## src/assert_macros.svh

```systemverilog
// ----------------------------------------------------------------------------
// Assertion macros
// Concurrent assertion wrappers that compile away when SYNTHESIS is defined.
// ----------------------------------------------------------------------------
`ifndef ASSERT_MACROS_SVH
`define ASSERT_MACROS_SVH

`ifndef SYNTHESIS

`define ASSERT_ON_CLK(label, clk, rst, prop) \
   label: assert property (@(posedge clk) disable iff (rst) prop) \
      else $error("assertion failed");

`define ASSERT_NO_RST(label, clk, prop) \
   label: assert property (@(posedge clk) prop) \
      else $error("assertion failed");

`else

`define ASSERT_ON_CLK(label, clk, rst, prop)

`define ASSERT_NO_RST(label, clk, prop)

`endif

`endif

```

## src/spp_pkg.sv

```systemverilog
// ----------------------------------------------------------------------------
// Smith predictor PI step package
// Widths, register codes, shared types and saturation helpers.
// ----------------------------------------------------------------------------
`timescale 1ns / 1ps

package spp_pkg;

   localparam int SIG_W       = 32;
   localparam int EXT_W       = SIG_W + 1;
   localparam int FRAC_W      = 16;
   localparam int DELAY_W     = 6;
   localparam int GAIN_W      = 31;
   localparam int CSR_IDX_W   = 3;
   localparam int DELAY_DEPTH = 64;
   localparam int RING_AW     = $clog2(DELAY_DEPTH);
   localparam int MAC_OP_W    = SIG_W + 1;
   localparam int PROD_W      = 2 * MAC_OP_W;
   localparam int ACC_W       = PROD_W + 2;

   localparam logic signed [SIG_W-1:0] SIG_MAX = {1'b0, {(SIG_W-1){1'b1}}};
   localparam logic signed [SIG_W-1:0] SIG_MIN = {1'b1, {(SIG_W-1){1'b0}}};
   localparam logic signed [SIG_W-1:0] DRIVE_MAX_RESET = SIG_W'(1) << FRAC_W;
   localparam logic [DELAY_W-1:0] DELAY_RESET = DELAY_W'(1);
   localparam logic signed [ACC_W-1:0] ROUND_HALF = ACC_W'(1) << (FRAC_W - 1);

   typedef enum logic [CSR_IDX_W-1:0] {
      CSR_MODEL_A1   = 3'd0,
      CSR_MODEL_B0   = 3'd1,
      CSR_MODEL_B1   = 3'd2,
      CSR_DELAY      = 3'd3,
      CSR_PROP_GAIN  = 3'd4,
      CSR_INT_GAIN   = 3'd5,
      CSR_DRIVE_MIN  = 3'd6,
      CSR_DRIVE_MAX  = 3'd7
   } csr_idx_type;

   typedef enum logic [1:0] {
      ACC_HOLD,
      ACC_LOAD,
      ACC_ADD
   } acc_op_type;

   typedef struct packed {
      logic signed [MAC_OP_W-1:0] op_a;
      logic signed [MAC_OP_W-1:0] op_b;
      acc_op_type                 acc_op;
   } mac_ctrl_type;

   typedef struct packed {
      logic                    we;
      logic [RING_AW-1:0]      waddr;
      logic signed [SIG_W-1:0] wdata;
      logic                    re;
      logic [RING_AW-1:0]      raddr;
   } ring_cmd_type;

   function automatic logic signed [SIG_W-1:0] sat_wide(input logic signed [EXT_W-1:0] v);
      logic signed [SIG_W-1:0] r;
      if (v[EXT_W-1] != v[SIG_W-1]) begin
         r = v[EXT_W-1] ? SIG_MIN : SIG_MAX;
      end else begin
         r = v[SIG_W-1:0];
      end
      return r;
   endfunction

   function automatic logic signed [SIG_W-1:0] sat_sum(input logic signed [SIG_W-1:0] a,
                                                        input logic signed [SIG_W-1:0] b);
      logic signed [EXT_W-1:0] s;
      s = EXT_W'(a) + EXT_W'(b);
      return sat_wide(s);
   endfunction

   function automatic logic signed [SIG_W-1:0] sat_diff(input logic signed [SIG_W-1:0] a,
                                                         input logic signed [SIG_W-1:0] b);
      logic signed [EXT_W-1:0] s;
      s = EXT_W'(a) - EXT_W'(b);
      return sat_wide(s);
   endfunction

endpackage

```

## src/spp_mac.sv

```systemverilog
// ----------------------------------------------------------------------------
// Shared multiply-accumulate unit
// Registered signed multiplier feeding an exact accumulator; the result is
// the accumulated sum rounded half up to Q16.16 and saturated.
// ----------------------------------------------------------------------------
`timescale 1ns / 1ps

module spp_mac (
   input  logic                             clock,
   input  spp_pkg::mac_ctrl_type            ctrl,
   output logic signed [spp_pkg::SIG_W-1:0] result
);

   logic signed [spp_pkg::PROD_W-1:0] prod_ff;
   logic signed [spp_pkg::ACC_W-1:0]  acc_ff;
   logic signed [spp_pkg::ACC_W-1:0]  shifted;
   logic [spp_pkg::ACC_W-spp_pkg::SIG_W:0] hi_bits;

   always_ff @(posedge clock) begin
      prod_ff <= $signed(ctrl.op_a) * $signed(ctrl.op_b);
      case (ctrl.acc_op)
         spp_pkg::ACC_LOAD: begin
            acc_ff <= spp_pkg::ACC_W'(prod_ff) + spp_pkg::ROUND_HALF;
         end
         spp_pkg::ACC_ADD: begin
            acc_ff <= acc_ff + spp_pkg::ACC_W'(prod_ff);
         end
         default: begin
            acc_ff <= acc_ff;
         end
      endcase
   end

   always_comb begin
      shifted = acc_ff >>> spp_pkg::FRAC_W;
      hi_bits = shifted[spp_pkg::ACC_W-1:spp_pkg::SIG_W-1];
      if ((&hi_bits) || !(|hi_bits)) begin
         result = shifted[spp_pkg::SIG_W-1:0];
      end else if (shifted[spp_pkg::ACC_W-1]) begin
         result = spp_pkg::SIG_MIN;
      end else begin
         result = spp_pkg::SIG_MAX;
      end
   end

endmodule

```

## config.mk

```make
export PLATFORM = sky130hd
export DESIGN_NAME = spp_mac
export DESIGN_NICKNAME = d
export VERILOG_FILES = /design/src/assert_macros.svh /design/src/spp_pkg.sv /design/src/spp_mac.sv
export SDC_FILE = /design/constraint.sdc
export NUM_CORES = 2
export LEC_CHECK = 0
export ABC_AREA = 1
export BUFFER_PORTS_ARGS = -buffer_cell sky130_fd_sc_hd__buf_4
export CAP_MARGIN = 15
export CORE_ASPECT_RATIO = 0.5
export CORE_MARGIN = 2
export CORE_UTILIZATION = 66
export DETAILED_ROUTE_END_ITERATION = 10
export MAX_ROUTING_LAYER = met4
export PLACE_DENSITY_LB_ADDON = 0.1
export SLEW_MARGIN = 20
export SYNTH_ARGS = -nofsm -noshare
export SYNTH_HDL_FRONTEND = slang
export SYNTH_SLANG_ARGS = --single-unit
export TNS_END_PERCENT = 50
```

## constraint.sdc

```tcl
create_clock -name clock -period 14.39 [get_ports clock]
set_clock_uncertainty 0.1 [all_clocks]
set_input_delay 2.1585 -clock clock [delete_from_list [all_inputs] [get_ports clock]]
set_output_delay 2.1585 -clock clock [all_outputs]
set_load 0.005 [all_outputs]
```

Word-level counts from Yosys, hierarchy flattened

Cells that the tools add are included.

Output and inout bits: 32
Word-level logic and storage cells: 15
Register bits: 134
Input port bits: 69

Reduce and logical (&&, ||, !) cells: 5
$add $sub $neg: 2
Mux-type cells: 3
$mul: 1
Equality and inequality tests: 2

Operators with widths:

| operator               | number |
|---|---|
| $pmux 68 s2            | 1 |
| $add 68x66->68         | 1 |
| $add 66x17->67 const B | 1 |
| $mul 33x33->66         | 1 |
| $mux 32                | 2 |
| $reduce_and 21->1      | 1 |
| $reduce_or 21->1       | 1 |
| $eq 2x1->1 const B     | 1 |
| $eq 2x2->1 const B     | 1 |
| $reduce_bool 2->1      | 1 |
| $logic_not 1->1        | 1 |
| $logic_or 1x1->1       | 1 |

Logic depth before layout (Yosys ltp)

Depth in word-level cells: 4
Mapped depth: 33
Mapped depth without buffers: 31

Least setup slack after synthesis

OpenSTA, ideal clock, no wires.

Kind: input-to-reg
Start: input port ctrl[67] in the netlist's numbering
End: register prod_ff[60] in the netlist's numbering
Data arrival time: 8884 ps
Path buffers: 2
Cell stages on the path: 27
Required time: 14178 ps
Setup time: 112 ps
Setup slack: 5294 ps
Path through: clkbuf_1 clkbuf_1 nand2_1 inv_1 fa_1 fa_1 fa_1 fa_1 inv_1 fa_1 inv_1 fa_1 inv_1 fa_1 fa_1 inv_1 ha_1 a21oi_1 inv_1 a31oi_1 inv_1 a21oi_1 o21ai_0 a21oi_1 nand2_1 nand2_1 nand2_1

Cells in the longest elaborated chain, start to end: 1

Ends and longest elaborated chain:

| what                 | line          | RTL |
|---|---|---|
| start, declared      | spp_mac.sv:10 | `input spp_pkg::mac_ctrl_type ctrl,` |
| $mul 33x33->66       | spp_mac.sv:20 | `prod_ff <= $signed(ctrl.op_a) * $signed(ctrl.op_b);` |
| end signal, assigned | spp_mac.sv:20 |  |
| end, declared        | spp_mac.sv:14 | `logic signed [spp_pkg::PROD_W-1:0] prod_ff;` |

Every way passes these cells.
A chain may end at the register's enable or synchronous reset.

Worst setup path in the final report

Start: input port ctrl[67] in the netlist's numbering
End: register prod_ff[55] in the netlist's numbering

The elaborated chain is that of the path after synthesis.

==> qor.yml <==
cts_tree: "done"
rsz0062_at_grt: "no"
worstPathCellList: "buf_4 -> nand2_1 -> inv_1 -> fa_1 -> fa_1 -> fa_1 -> fa_1 -> inv_1 -> fa_1 -> inv_1 -> fa_1 -> fa_1 -> inv_1 -> fa_1 -> inv_1 -> ha_1 -> nand2_1 -> nor2_1 -> inv_1 -> nor3_1 -> nand4_1 -> nand4_1 -> nand2_1"
syn_area_per_cell_sq_um: 7.36
post_cts_resized: 0
crit_arrival_ns: 9.94
maxSlewHeadroom_pct: 25.0
synth_seq_cells: 134
drt_iter0_drc: 5945
dp.cells: 8032
ctsRootBufferMaster: "clkbuf_16"
final_util_pct: 68.6
route.detailed.drc: 0
core_area_sq_um: 79200
cts_setup_buffers: 0
cp_common_cell: "fa_1"
yosysWarnings: 0
cts.sinks: 134
synth_cell_types: 40
final_layout_size_suffix_gt1_share_pct: 2.67
r2r_slack_ns: 11.04
slew_viol_final: 0
status: "finished clean"
fin_tns_setup_ns: 0
hpwl_um: 151000
cp_max_fo: 33
synthCells: 7160
wl_per_cell_um: 22.9
hp-class: "register to register"
grt_pass1_wl_um: 284000
min_period_over_period_pct: 67.3
dr_total_vias: 47200
setup-violations-final: 0
max_cap_viol_count: 0
row_count: 73
grt_overflow: 0
final-hold-violation-count: 0
ant_nets: 0
worst_setup_path_end_kind: "register"
clockBufferDepth: 2
grt_util_all_layers_pct: 47.6
layout_commonest_cell: "inv_1"
fp.dieW_um: 404
die-area_sq_um: 82200
initial_utilization_pct: 66.5
crit_required_ns: 14.64
numCtsBuffers: 17
syn_area_sq_um: 52700
die_h_um: 204
worstSetupPathType: "input pin to register"
routabilityCongestion: 1.06
antenna_found_initial: 4
io_pins: 101
grt_pass1_vias: 51100
layout_common_cells: "inv_1 (2092), nand2_1 (2046), fa_1 (1146)"
ctsHoldBuffers: 0
synthToLayoutAreaGrowth_pct: 3.18
synth-seq-area-share_pct: 6.38
drt-total-wl_um: 185000
critPathLaunchType: "input pin"
path_delay_family: "adder cells"
async_flop_share_pct: 0
worstSkewPairLatency_ns: 0.47
viasPerCell: 5.85
fmax_ghz: 0.103
crit_buf_inv: 7
tightest_slew_ns: 1.13
synth_edf_count: 68
htree_levels: 4
io_buffers: 100
clk_transition_reported_paths_ns: 0.06
syn-num-nets: 8661
grt_max_degree: 69
first_pass_iters: 8
period_minus_slack_ns: 9.69
finalNetCount: 8502
final-instance-count-excl-fill: 8071
slowest_stage: "fa_1"
synth-main-ff-cell: "edfxtp_1"
critPathMaxStageDelay_ns: 0.96
routing by layer:
metal,wire length [um],vias up,track usage (%)
met5,0,-,-
met4,13500,0,27.4
met3,26200,1211,14.7
met2,80300,3839,71.7
met1,64900,22200,57.0
li1,-,20000,-
tightest hold or removal path: cells and delay by family (launching register included):
family / cells / cell delay (ns)
simple gates: 2 / 0.10
flops: 1 / 0.33
through the flow:
step                      setup slack [ns]  instance area [sq um]  hold WS (ns)
after floorplan                       5.29                  52700         0.401
after global placement                4.41                  53700         0.419
after detailed placement              4.32                  53700         0.431
after CTS                             4.80                  54300         0.445
after global routing                  4.44                  54300         0.485
final                                 4.70                  54400         0.445
area by class of cell:
type | count | area (sq um)
well taps | 1050 | 1310
clock inverters | 13 | 156
fillers | 6030 | 24800
diodes | 7 | 17.5
flip-flops and latches | 134 | 3360
repair buffers | 107 | 803
multi-input cells | 4645 | 40400
inverters | 2096 | 7870
clock buffers | 19 | 453
state kept, by name, summed over array words and instances, names as in the netlist:
signal and count:
acc_ff 68, prod_ff 66
kinds of logic (layout without fill, tap and decap cells):
family	after synthesis	count (layout)	share of synthesized area, %
and+or+nand+nor	2757	2757	20.8
buffers and inverters	2381	2235	17.0
DFF	134	134	6.38
other	0	7	0
AOI/OAI and AO/OA	335	335	3.47
xor gates and xnor gates	121	121	2.01
adders and majority gates	1432	1432	50.3
final timing paths:
kind | to | from | cells after the start
max | prod_ff[55] | ctrl[67] | 23
min reg2reg | acc_ff[0] | prod_ff[0] | 2
max reg2reg | acc_ff[60] | prod_ff[0] | 17
min | acc_ff[0] | prod_ff[0] | 2
cells in the mapped netlist (66+ instances only):
cell type | count | share of area [%]
nor2_1 | 382 | 2.7
nand2_1 | 2046 | 15
ha_1 | 286 | 6.8
xor2_1 | 72 | 1.2
fa_1 | 1146 | 44
inv_1 | 2094 | 15
edfxtp_1 | 68 | 3.9
dfxtp_1 | 66 | 2.5
clkbuf_1 | 275 | 2.0
o21ai_0 | 106 | 1.0
nand3_1 | 167 | 1.6
a21oi_1 | 162 | 1.5
Power is not shown: default switching activity piles up to over one toggle a cycle in this logic, so the estimate is an artifact.
