`src/assert_macros.svh`:
```
// ----------------------------------------------------------------------------
// Assertion macros
// Concurrent assertion wrappers that compile away when SYNTHESIS is defined.
// ----------------------------------------------------------------------------
`ifndef ASSERT_MACROS_SVH
`define ASSERT_MACROS_SVH

`ifndef SYNTHESIS

`define ASSERT_ON_CLK(label, clk, rst, prop) \
   label: assert property (@(posedge clk) disable iff (rst) prop) \
      else $error("assertion failed");

`define ASSERT_NO_RST(label, clk, prop) \
   label: assert property (@(posedge clk) prop) \
      else $error("assertion failed");

`else

`define ASSERT_ON_CLK(label, clk, rst, prop)

`define ASSERT_NO_RST(label, clk, prop)

`endif

`endif

```
`src/spp_pkg.sv`:
```
// ----------------------------------------------------------------------------
// Smith predictor PI step package
// Widths, register codes, shared types and saturation helpers.
// ----------------------------------------------------------------------------
`timescale 1ns / 1ps

package spp_pkg;

   localparam int SIG_W       = 32;
   localparam int EXT_W       = SIG_W + 1;
   localparam int FRAC_W      = 16;
   localparam int DELAY_W     = 6;
   localparam int GAIN_W      = 31;
   localparam int CSR_IDX_W   = 3;
   localparam int DELAY_DEPTH = 64;
   localparam int RING_AW     = $clog2(DELAY_DEPTH);
   localparam int MAC_OP_W    = SIG_W + 1;
   localparam int PROD_W      = 2 * MAC_OP_W;
   localparam int ACC_W       = PROD_W + 2;

   localparam logic signed [SIG_W-1:0] SIG_MAX = {1'b0, {(SIG_W-1){1'b1}}};
   localparam logic signed [SIG_W-1:0] SIG_MIN = {1'b1, {(SIG_W-1){1'b0}}};
   localparam logic signed [SIG_W-1:0] DRIVE_MAX_RESET = SIG_W'(1) << FRAC_W;
   localparam logic [DELAY_W-1:0] DELAY_RESET = DELAY_W'(1);
   localparam logic signed [ACC_W-1:0] ROUND_HALF = ACC_W'(1) << (FRAC_W - 1);

   typedef enum logic [CSR_IDX_W-1:0] {
      CSR_MODEL_A1   = 3'd0,
      CSR_MODEL_B0   = 3'd1,
      CSR_MODEL_B1   = 3'd2,
      CSR_DELAY      = 3'd3,
      CSR_PROP_GAIN  = 3'd4,
      CSR_INT_GAIN   = 3'd5,
      CSR_DRIVE_MIN  = 3'd6,
      CSR_DRIVE_MAX  = 3'd7
   } csr_idx_type;

   typedef enum logic [1:0] {
      ACC_HOLD,
      ACC_LOAD,
      ACC_ADD
   } acc_op_type;

   typedef struct packed {
      logic signed [MAC_OP_W-1:0] op_a;
      logic signed [MAC_OP_W-1:0] op_b;
      acc_op_type                 acc_op;
   } mac_ctrl_type;

   typedef struct packed {
      logic                    we;
      logic [RING_AW-1:0]      waddr;
      logic signed [SIG_W-1:0] wdata;
      logic                    re;
      logic [RING_AW-1:0]      raddr;
   } ring_cmd_type;

   function automatic logic signed [SIG_W-1:0] sat_wide(input logic signed [EXT_W-1:0] v);
      logic signed [SIG_W-1:0] r;
      if (v[EXT_W-1] != v[SIG_W-1]) begin
         r = v[EXT_W-1] ? SIG_MIN : SIG_MAX;
      end else begin
         r = v[SIG_W-1:0];
      end
      return r;
   endfunction

   function automatic logic signed [SIG_W-1:0] sat_sum(input logic signed [SIG_W-1:0] a,
                                                        input logic signed [SIG_W-1:0] b);
      logic signed [EXT_W-1:0] s;
      s = EXT_W'(a) + EXT_W'(b);
      return sat_wide(s);
   endfunction

   function automatic logic signed [SIG_W-1:0] sat_diff(input logic signed [SIG_W-1:0] a,
                                                         input logic signed [SIG_W-1:0] b);
      logic signed [EXT_W-1:0] s;
      s = EXT_W'(a) - EXT_W'(b);
      return sat_wide(s);
   endfunction

endpackage

```
`src/spp_ring.sv`:
```
// ----------------------------------------------------------------------------
// Model delay line
// Single-port-write, registered-read memory holding past model outputs.
// Entries never written since reset read as zero.
// ----------------------------------------------------------------------------
`timescale 1ns / 1ps

module spp_ring (
   input  logic                             clock,
   input  logic                             reset,
   input  spp_pkg::ring_cmd_type            cmd,
   output logic signed [spp_pkg::SIG_W-1:0] rdata
);

   logic signed [spp_pkg::SIG_W-1:0] ring_mem [spp_pkg::DELAY_DEPTH];
   logic [spp_pkg::DELAY_DEPTH-1:0]  valid_ff;
   logic signed [spp_pkg::SIG_W-1:0] rd_data_ff;
   logic                             rd_valid_ff;

   always_ff @(posedge clock) begin
      if (cmd.we) begin
         ring_mem[cmd.waddr] <= cmd.wdata;
      end
      if (cmd.re) begin
         rd_data_ff <= ring_mem[cmd.raddr];
      end
   end

   always_ff @(posedge clock) begin
      if (reset) begin
         valid_ff    <= '0;
         rd_valid_ff <= 1'b0;
      end else begin
         if (cmd.we) begin
            valid_ff[cmd.waddr] <= 1'b1;
         end
         if (cmd.re) begin
            rd_valid_ff <= valid_ff[cmd.raddr];
         end
      end
   end

   assign rdata = rd_valid_ff ? rd_data_ff : '0;

endmodule

```
`config.mk`:
```
export PLATFORM = sky130hd
export DESIGN_NAME = spp_ring
export DESIGN_NICKNAME = d
export VERILOG_FILES = /design/src/assert_macros.svh /design/src/spp_pkg.sv /design/src/spp_ring.sv
export SDC_FILE = /design/constraint.sdc
export NUM_CORES = 2
export LEC_CHECK = 0
export ABC_AREA = 0
export BUFFER_PORTS_ARGS = -buffer_cell sky130_fd_sc_hd__buf_2
export CORE_MARGIN = 2
export CORE_UTILIZATION = 67
export CTS_CLUSTER_SIZE = 20
export DETAILED_ROUTE_END_ITERATION = 7
export PLACE_DENSITY = 0.84
export SETUP_SLACK_MARGIN = 0.5
export SLEW_MARGIN = 20
export SYNTH_ARGS = -nofsm -noshare
export SYNTH_HDL_FRONTEND = slang
export SYNTH_SLANG_ARGS = --single-unit
```
`constraint.sdc`:
```
create_clock -name clock -period 9.6 [get_ports clock]
set_clock_uncertainty 0.1 [all_clocks]
set_input_delay 0.48 -clock clock [delete_from_list [all_inputs] [get_ports clock]]
set_output_delay 0.48 -clock clock [all_outputs]
set_load 0.03 [all_outputs]
```
# ---- Word level (Yosys, flattened, before mapping)
# Memories as Yosys holds them, arrays and structs flattened. A register that Yosys moved wholly into a read port is not among the register bits.
# Index checks and enable logic that the tools add are counted.
dict set report classes {
  add_sub_neg 0
  n_mul 0
  div 0
  n_lt_le_gt_ge 3
  n_eq_ne 0
  shift 0
  mux 7
  n_bitwise 1
  n_reduce_logical 1
}
# cell count
set ops {}
lappend ops {{64-bit bitwise OR} 1}
lappend ops {{32-bit 2-to-1 mux} 1}
lappend ops {{6-bit by 7-bit < comparator with 1-bit output (second input constant)} 2}
lappend ops {{1-bit binary-select mux with 6-bit select} 1}
lappend ops {{1-bit demux with 6-bit select} 1}
lappend ops {{6-bit by 1-bit >= comparator with 1-bit output (second input constant)} 1}
lappend ops {{1-bit 2-to-1 mux} 4}
lappend ops {{1-bit logical AND} 1}
dict set report totals {
  register_bits 65
  latch_bits 0
  ram_bits 2048
  rom_bits 0
  inputBits 48
  out_inout_bits 32
  n_memories 1
}
# name words word_bits rd rd_clocked_by_memory_dff write_ports line_no
set memory_table {}
lappend memory_table {ring_mem 64 32 1 1 1 spp_ring.sv:15} ;# logic signed [spp_pkg::SIG_W-1:0] ring_mem [spp_pkg::DELAY_DEPTH];

# ---- Depth between registers and ports, before layout
dict set report logic_depth {
  ltp_word 5
  mapped_depth 10
  mapped_depth_nobuf 5
}

# ---- Least setup slack after synthesis
# OpenSTA, ideal clock, no wires.
dict set report synth_timing {
  path_kind {input to register}
  from {in cmd[45] (netlist bit)}
  to {mem ring_mem[40][0] (netlist bit), enable pin}
  setup_ns 0.463
  t_arrival_ns 3.211
  t_required_ns 9.037
  setup_slack_ns 5.826
  stages 3
  path_buffers 0
  cell_sequence {nor2b_1 -> nand3_1 -> nor3_1}
}
dict set report synth_between {
  elab_chain_cells 2
}
# item line_no
set synth_rtl {}
lappend synth_rtl {{start: declaration} spp_ring.sv:11} ;# input spp_pkg::ring_cmd_type cmd,
lappend synth_rtl {{1-bit 2-to-1 mux} spp_ring.sv:21} ;# if (cmd.we) begin
lappend synth_rtl {{1-bit 2-to-1 mux (implied by the code)} spp_ring.sv:22} ;# ring_mem[cmd.waddr] <= cmd.wdata;
lappend synth_rtl {{end: declaration} spp_ring.sv:15}
# No other way between the ends.

# ---- Worst setup path after layout
dict set report layout_timing {
  from {in cmd[0] (netlist bit)}
  to {reg rd_valid_ff}
}
dict set report layout_between {
  elab_chain_cells 2
}
# item line_no
set layout_rtl {}
lappend layout_rtl {{1-bit binary-select mux with 6-bit select} spp_ring.sv:38} ;# rd_valid_ff <= valid_ff[cmd.raddr];
lappend layout_rtl {{1-bit 2-to-1 mux (implied by the code)} spp_ring.sv:38}
lappend layout_rtl {{end signal: assignment} spp_ring.sv:38}
lappend layout_rtl {{end: declaration} spp_ring.sv:18} ;# logic rd_valid_ff;
# No other way between the ends. The select of a mux whose other input is x is not followed.
# A chain may end at the register's enable or synchronous reset.

==> impl_metrics.toml <==
[grt]
grt_pass1_wl_mm = 334
grt_usage = 0.396
antenna_found_initial = 18
grt_overflow = 0
grt_pass1_vias = 42700
grt_start_max_net_pins = 145

[sta]
max_freq_ghz = 0.280
slew_viol_final = 0
finalCritPeriodShare = 0.372
finalSetupTns_ns = 0
hold_violations = 0
rsz0062_at_grt = "false"
worstMarginPinSlew_ns = 1.19
finalSetupViolations = 0
slew_headroom = 0.206
min_period_ns = 3.57

[placed_design]
dp.cells = 4927
place_area_um2 = 84300
gp_congestion = 0.826
detailed_place_hpwl_mm = 112
io_buffer_count = 79

[clocking]
tritoncts = "done"
clkLatencyLatePin_ns = 0.86
numCtsBuffers = 198
clkTransAtPathRegs_ns = 0.07
cts_sinks = 2145
cts.htree.levels = 4
cts_root_buf = "clkbuf_16"
post_cts_buffers = 0
clockBufferDepth = 3

[pwr]
pwr-share-comb = 0.048
ir_worst_vdd_mv = 0.209
powerDensity_nw_per_um2 = 211
pwr-share-clk = 0.410
p_seq_frac = 0.542
switchingPower_mw = 4.22
swShare = 0.220
internal_power_mw = 14.9
p_leak_nw = 28.2

[floorplanning]
ioPinCount = 80
fp.dieW_um = 353
die_y_um = 353
dieArea_um2 = 124000
fp.coreArea_um2 = 120000
start_util = 0.677
row_count = 127

[outcome]
violations = "design-rule violations"
status = "finished, violations left"

[logic_synthesis]
synthesis.nets = 3371
seq_area_frac_synth = 0.783
netlist_instances = 3323
synth_mux_area_frac = 0.191
yosys_register_bits = 2145
yosys.area_share.adder = 0
synth_compound_area_frac = 0.00177
synth-xor-area-share = 0
synthTopCellsByCount = "edfxtp_1, mux4_2, nor2_1"
synth_edf_count = 2080
syn_avg_cell_area_um2 = 24.5
yosys.cell_types.count = 33
yosys.area.top_type = "edfxtp_1"
yosysMostFrequentCell = "edfxtp_1"
synth_top_area_share = 0.767
synth_area_um2 = 81500
synth-simple-area-share = 0.0143
synth_ff_type = "edfxtp_1"
synth_top_family_by_area = "multiplexers"
synth.area.top_cells = "edfxtp_1, mux4_2, dfxtp_1, nor2_1, mux2i_1"
async_flop_share = 0
ys_warn_count = 0

[worst_setup_path]
cp_max_fo = 82
crit_path_start_kind = "primary input"
required_ns = 10.18
r2r_setup_slack_ns = 6.91
path_class = "primary input to flop"
end_kind = "flop"
crit_arrival_ns = 4.15

[finish]
fin_util = 0.754
layoutNonFillerInstCount = 5308
area_delta_synth_final_pct = 11.4
layout-drive-gt1-share = 0.322
finalNetCount = 3567
design_area_um2 = 90700

[route]
first_iter_violations = 7704
drt-vias-per-instance = 7.95
vias = 42200
drt.antenna.violating_nets = 0
avgRoutedWirePerCell_um = 45.4
drcViolationCount = 62
drt_pre_antenna_iters = 8
wl_mm = 241

[min_path]
hold_class = "primary input to flop"

[run]
cap_violations = 0
## sequential cells by signal (all words and copies together), names as in the netlist
name and flops:
rd_valid_ff 1, valid_ff 64, rd_data_ff 32, ring_mem 2048
## cell families after synthesis
family / after synthesis
AOI/OAI and AO/OA: 19
buffers and inverters: 176
and+or+nand+nor: 266
muxes: 717
DFF: 2145
## metrics by stage
step	setup slack (ns)	total power, mW	hold WS (ns)
3_3_place_gp	5.45	11.4	0.342
3_5_place_dp	5.35	11.4	0.361
5_1_grt	5.92	19.5	0.0810
2_1_floorplan	5.83	11.1	0.332
4_1_cts	6.09	19.1	0.165
6_report	6.03	19.2	0.0589
## power groups by stage
stage / Sequential, mW / Combinational, mW / Clock, mW
floorplan: 10.6 / 0.529 / 0
global placement: 10.6 / 0.805 / 0
detailed placement: 10.6 / 0.851 / 0
CTS: 10.4 / 0.894 / 7.85
global route: 10.4 / 0.940 / 8.14
finish: 10.4 / 0.914 / 7.85
## critical path: stages
cell and delay (ns):
buf_8 0.66, buf_4 0.77, mux4_2 0.60, a22oi_1 0.27
a31oi_1 0.17, a311oi_1 0.79, o41ai_1 0.26
## routing by layer
| metal | GRT usage | part of all wire | vias up | wire (µm) |
|---|---|---|---|---|
| met2 | 0.613 | 0.48 | 4857 | 116000 |
| li1 | - | - | 14700 | - |
| met3 | 0.126 | 0.14 | 1145 | 34900 |
| met1 | 0.495 | 0.30 | 21500 | 72100 |
| met5 | 0.00500 | 0.00035 | - | 84 |
| met4 | 0.245 | 0.073 | 12 | 17600 |
## repair_timing
| action | 4_1_cts | 5_1_grt |
|---|---|---|
| endpoints found under the hold margin | 0 | 32 |
| hold buffers | 0 | 2 |
| resized for setup | 0 | 0 |
## cell type report
cell class | count | area (µm²)
Antenna cell | 14 | 35.0
Clock buffer | 252 | 5240
Clock inverter | 111 | 1090
Fill cell | 5520 | 29500
Inverter | 2 | 7.51
Multi-Input combinational cell | 1002 | 17300
Sequential cell | 2145 | 63800
Tap cell | 1612 | 2020
Timing Repair Buffer | 170 | 1250
## worst paths after layout
check / start / endpoint / cells after the start
hold / removal: reset / valid_ff[31] / 2
setup reg to reg: valid_ff[53] / rd_valid_ff / 5
hold reg to reg: valid_ff[17] / valid_ff[17] / 2
setup / recovery: cmd[0] / rd_valid_ff / 7
## placed cells by master (no fill, tap or decap), drive strengths merged, types with 3 or more instances in the layout
cell type / count
and2: 33
buf: 168
bufinv: 12
clkbuf: 252
clkinv: 88
clkinvlp: 6
dfxtp: 65
diode: 14
edfxtp: 2080
inv: 7
mux2: 3
mux2i: 44
mux4: 670
nand2: 11
nand2b: 5
nand3: 9
nor2: 184
nor2b: 12
nor3: 5
o21ba: 4
(Power assumes the default switching activity.)
